## src/hdl/vrbs_pkg.sv

```systemverilog
// Shared types, constants and helpers of the volume render backward step unit.
package vrbs_pkg;

   // Fixed-point constants.
   localparam int unsigned ONE_Q16        = 65536;
   localparam int unsigned SAMPLE_CAP_DEF = 1048576;

   // Field widths.
   localparam int unsigned INDEX_W = 20;
   localparam int unsigned VAL_W   = 32;
   localparam int unsigned STEP_W  = 31;
   localparam int unsigned UNIT_W  = 17;

   // Request tdata layout, lowest bit first.
   localparam int unsigned REQ_IDX_LSB = 0;
   localparam int unsigned REQ_GR_LSB  = REQ_IDX_LSB + INDEX_W;
   localparam int unsigned REQ_GG_LSB  = REQ_GR_LSB + VAL_W;
   localparam int unsigned REQ_GB_LSB  = REQ_GG_LSB + VAL_W;
   localparam int unsigned REQ_DT_LSB  = REQ_GB_LSB + VAL_W;
   localparam int unsigned REQ_OP_LSB  = REQ_DT_LSB + STEP_W;
   localparam int unsigned REQ_WT_LSB  = REQ_OP_LSB + UNIT_W;
   localparam int unsigned REQ_TB_LSB  = REQ_WT_LSB + UNIT_W;
   localparam int unsigned REQ_CR_LSB  = REQ_TB_LSB + UNIT_W;
   localparam int unsigned REQ_CG_LSB  = REQ_CR_LSB + VAL_W;
   localparam int unsigned REQ_CB_LSB  = REQ_CG_LSB + VAL_W;
   localparam int unsigned REQ_USED_W  = REQ_CB_LSB + VAL_W;
   localparam int unsigned REQ_DATA_W  = ((REQ_USED_W + 7) / 8) * 8;

   // Response tdata layout, lowest bit first.
   localparam int unsigned RSP_IDX_LSB = 0;
   localparam int unsigned RSP_CR_LSB  = RSP_IDX_LSB + INDEX_W;
   localparam int unsigned RSP_CG_LSB  = RSP_CR_LSB + VAL_W;
   localparam int unsigned RSP_CB_LSB  = RSP_CG_LSB + VAL_W;
   localparam int unsigned RSP_DG_LSB  = RSP_CB_LSB + VAL_W;
   localparam int unsigned RSP_USED_W  = RSP_DG_LSB + VAL_W;
   localparam int unsigned RSP_DATA_W  = ((RSP_USED_W + 7) / 8) * 8;

   // Width that holds every intermediate before saturation.
   localparam int unsigned WIDE_W = 67;
   typedef logic signed [WIDE_W-1:0] wide_type;

   // Sequencer states.
   typedef enum logic [2:0] {
      ST_IDLE,
      ST_MUL1,
      ST_SUM,
      ST_MUL2,
      ST_RND,
      ST_DGM,
      ST_DGS
   } ctrl_state_type;

   // Stage strobes from the sequencer to the datapath.
   typedef struct packed {
      logic capture;
      logic mul1;
      logic sum;
      logic mul2;
      logic rnd;
      logic dgm;
      logic out_load;
   } vrbs_cmd_type;

   // Clamp a wide signed value to the signed 32-bit range.
   function automatic logic signed [31:0] sat32(input wide_type x);
      logic signed [31:0] res;
      if (x > wide_type'(64'sh0000_0000_7FFF_FFFF)) begin
         res = 32'sh7FFF_FFFF;
      end else if (x < wide_type'(-64'sh0000_0000_8000_0000)) begin
         res = 32'sh8000_0000;
      end else begin
         res = x[31:0];
      end
      return res;
   endfunction

   // Clamp a Q1.16 field to one.
   function automatic logic [UNIT_W-1:0] unit_clamp(input logic [UNIT_W-1:0] v);
      logic [UNIT_W-1:0] res;
      if (v > UNIT_W'(ONE_Q16)) begin
         res = UNIT_W'(ONE_Q16);
      end else begin
         res = v;
      end
      return res;
   endfunction

endpackage

```

## src/hdl/vrbs_ctrl.sv

```systemverilog
// Sequencer of the volume render backward step unit: stage strobes and response valid.
module vrbs_ctrl (
   input  logic                   clock,
   input  logic                   reset,
   input  logic                   req_tvalid,
   output logic                   req_tready,
   output logic                   rsp_tvalid,
   input  logic                   rsp_tready,
   output vrbs_pkg::vrbs_cmd_type cmd
);
   import vrbs_pkg::*;

   ctrl_state_type state_ff, state_in;
   logic           rsp_valid_ff, rsp_valid_in;
   logic           out_free;

   // The output register can take a result when empty or when its beat leaves now.
   assign out_free = !rsp_valid_ff || rsp_tready;

   // Next state.
   always_comb begin
      state_in = state_ff;
      unique case (state_ff)
         ST_IDLE: if (req_tvalid) state_in = ST_MUL1;
         ST_MUL1: state_in = ST_SUM;
         ST_SUM:  state_in = ST_MUL2;
         ST_MUL2: state_in = ST_RND;
         ST_RND:  state_in = ST_DGM;
         ST_DGM:  state_in = ST_DGS;
         ST_DGS:  if (out_free) state_in = ST_IDLE;
         default: state_in = ST_IDLE;
      endcase
   end

   // Outputs: one strobe per stage.
   always_comb begin
      cmd        = '0;
      req_tready = 1'b0;
      unique case (state_ff)
         ST_IDLE: begin
            req_tready  = 1'b1;
            cmd.capture = req_tvalid;
         end
         ST_MUL1: cmd.mul1     = 1'b1;
         ST_SUM:  cmd.sum      = 1'b1;
         ST_MUL2: cmd.mul2     = 1'b1;
         ST_RND:  cmd.rnd      = 1'b1;
         ST_DGM:  cmd.dgm      = 1'b1;
         ST_DGS:  cmd.out_load = out_free;
         default: cmd          = '0;
      endcase
   end

   // Response valid flag.
   always_comb begin
      if (cmd.out_load) begin
         rsp_valid_in = 1'b1;
      end else if (rsp_tready) begin
         rsp_valid_in = 1'b0;
      end else begin
         rsp_valid_in = rsp_valid_ff;
      end
   end

   assign rsp_tvalid = rsp_valid_ff;

   always_ff @(posedge clock) begin
      if (reset) begin
         state_ff     <= ST_IDLE;
         rsp_valid_ff <= 1'b0;
      end else begin
         state_ff     <= state_in;
         rsp_valid_ff <= rsp_valid_in;
      end
   end

endmodule

```

## config.mk

```make
export PLATFORM = sky130hd
export DESIGN_NAME = vrbs_ctrl
export DESIGN_NICKNAME = d
export VERILOG_FILES = /design/src/hdl/vrbs_pkg.sv /design/src/hdl/vrbs_ctrl.sv
export SDC_FILE = /design/constraint.sdc
export NUM_CORES = 1
export LEC_CHECK = 0
export BUFFER_PORTS_ARGS = -buffer_cell sky130_fd_sc_hd__buf_4
export CORE_AREA = 2 2 39 41
export DETAILED_ROUTE_END_ITERATION = 10
export DIE_AREA = 0 0 41 43
export PLACE_DENSITY = 0.47
export SLEW_MARGIN = 25
export SYNTH_ARGS = -nofsm -noshare
export SYNTH_HDL_FRONTEND = slang
export SYNTH_SLANG_ARGS = --single-unit
```

## constraint.sdc

```tcl
create_clock -name clock -period 3 [get_ports clock]
set_input_delay 0.3 -clock clock [delete_from_list [all_inputs] [get_ports clock]]
set_output_delay 0.3 -clock clock [all_outputs]
set_load 0.02 [all_outputs]
```

==> results.json <==
{
  "coreArea_um2": 1380,
  "relSlewSlack_pct": 76.7,
  "grt_usage_pct": 8.53,
  "yosys_warnings": 0,
  "r2r_setup_slack_ps": 1830,
  "ir_drop_v": 0.000147,
  "crit_buf_inv": 1,
  "post-dp-hpwl_um": 401,
  "root_buffer": "clkbuf_4",
  "crit_chain": "nor2b_1, and2_2, buf_4",
  "hold_violations": 0,
  "drt_iter0_markers": 4,
  "finalNonFillerCells": 55,
  "fin_crit_sh_pct": 51.3,
  "fin_setup_tns_ps": 0,
  "worstHoldEndpoint": "rsp_tvalid",
  "p_leak_nw": 0.156,
  "critPathKind": "reg2out",
  "setup_viol": 0,
  "yosysSeqAreaShare_pct": 30.0,
  "cts_tree": "done",
  "drc": 0,
  "powerDensity_nw_per_um2": 516,
  "ant_nets": 0,
  "clk_path_buf_depth": 2,
  "hold_class": "in2reg",
  "start_util_pct": 19.3,
  "syn_area_um2": 267,
  "nets": 45,
  "hold_depth": 2,
  "cpPeakStageDelay_ps": 520,
  "die_w_um": 41,
  "cts_hold_buf": 0,
  "die-area_um2": 1760,
  "worstMarginPinSlew_ps": 349,
  "crit_family": "flip-flops",
  "cp-start-kind": "flip-flop",
  "cp_data_arrival_time_ps": 1240,
  "routedWlPerCell_um": 9.87,
  "r2r_end": "state_ff[2]",
  "antenna_found_initial": 0,
  "syn_inst": 28,
  "vias": 234,
  "postCtsResizedCells": 0,
  "reg2reg_from": "state_ff[2]",
  "viasPerCell": 4.25,
  "portBuffers": 12,
  "ff2ff_path_depth": 2,
  "final_cell_mix": "buf_4, dfxtp_1, nor3_1, clkbuf_4",
  "timing.fmax_mhz": 650,
  "finalMaxSlewViolations": 0,
  "avgSynthCellArea_um2": 9.52,
  "place_inst": 52,
  "fin_crit_ps": 1540,
  "finalWirelength_um": 543,
  "hold_slack_ps": 265,
  "synth_seq_cells": 4,
  "critical_path.slowest_cell": "dfxtp_1",
  "cp_max_fo": 11,
  "crit_required_ps": 2700,
  "cap_violations": 0,
  "clkSlewWorstSetupHoldPaths_ps": 40,
  "wl_met1_um": 221,
  "final_common_cell": "buf_4",
  "grt_max_degree": 12,
  "n_antenna_cell": 0,
  "rsz0062_at_grt": "false",
  "hp-start": "reset",
  "outcome": "finished, final reports clean",
  "synth.distinct_cells": 18,
  "die_h_um": 43,
  "area.growth.synth_to_final_pct": 35.7,
  "rows": 14,
  "clk_latency_ps": 230,
  "syn_nets": 32,
  "gp_congestion": 0.677,
  "finClkSkew_ps": 1.94,
  "layout-drive-gt1-share_pct": 46.2,
  "gr-total-overflow": 0,
  "wl_met3_um": 57,
  "dr.pass1.iters": 4,
  "cp-end-kind": "output pin",
  "wl_met2_um": 264,
  "clock-sinks": 4,
  "cts_buffers": 3,
  "post_cts_buffers": 0,
  "grt_pass1_vias": 188,
  "htreeDepth": 1,
  "grt_pass1_wl_um": 883,
  "ios": 13,
  "dr.max_layer_used": "met3"
}
[stage by stage]
step / utilization (%) / power, W / area, um2 / worst slack, ps
4_1_cts: 26.1 / 0.000191 / 362 / 1460
6_report: 26.1 / 0.000187 / 362 / 1460
3_5_place_dp: 24.5 / 0.000122 / 339 / 1710
3_3_place_gp: 24.5 / 0.000121 / 339 / 1700
5_1_grt: 26.1 / 0.000199 / 362 / 1370
2_1_floorplan: - / 0.000107 / 267 / 1400
[worst max-delay path by stage]
stage,startpoint,end,slack (ps),cells after the start
floorplan,state_ff[2],cmd[6],1400,3
global placement,state_ff[2],cmd[1],1700,3
detailed placement,state_ff[2],cmd[1],1710,3
CTS,state_ff[2],cmd[1],1460,3
global route,state_ff[0],cmd[5],1370,3
finish,state_ff[2],cmd[1],1460,3
[registers in the layout, summed over array words and instances, names as in the netlist]
register,cells
state_ff,3
rsp_tvalid,1
[Yosys cell counts, drive strengths merged]
library cell  n  share of area, %
xnor2         1               3.3
and3b         1               4.7
a2111oi       1               5.6
and4bb        1               4.7
buf           4                14
and2          2               5.2
o31a          1               3.3
a311oi        1               3.3
a21oi         1               1.9
nor3          3               5.6
nor3b         2               5.6
nand2b        1               2.3
nand3b        1               2.8
inv           2               2.8
dfxtp         4                30
nor2b         2               4.7
[worst register-to-register path: stages, from the launching register on]
cell     delay (ps)
dfxtp_1         520
and3b_4         260
o31a_1          280
[power breakdown]
part / internal [W] / switching [W]
logic: 0.0000264 / 0.0000248
registers: 0.0000578 / 0.0000112
clock network: 0.0000447 / 0.0000216
[cell families after synthesis]
kind of cell	after synthesis	synth area share, %
and+or+nand+nor	13	35.7
buffers and inverters	6	16.9
AOI/OAI and AO/OA	4	14.1
DFF	4	30.0
xor gates and xnor gates	1	3.29
[cell type report]
class,instances,area (um2)
fill,157,1020
multi-input combinational,18,141
timing repair buffer,12,90.1
sequential,4,80.1
clock buffer,3,22.5
tap,16,20.0
inverter,2,7.51
[layer usage]
metal | vias to the layer above | global-route usage [%]
met5 | - | 0
met4 | 0 | 10.0
met3 | 0 | 5.24
met2 | 11 | 8.75
met1 | 103 | 10.3
li1 | 120 | -
No activity file was read; power rests on OpenSTA's default activity.
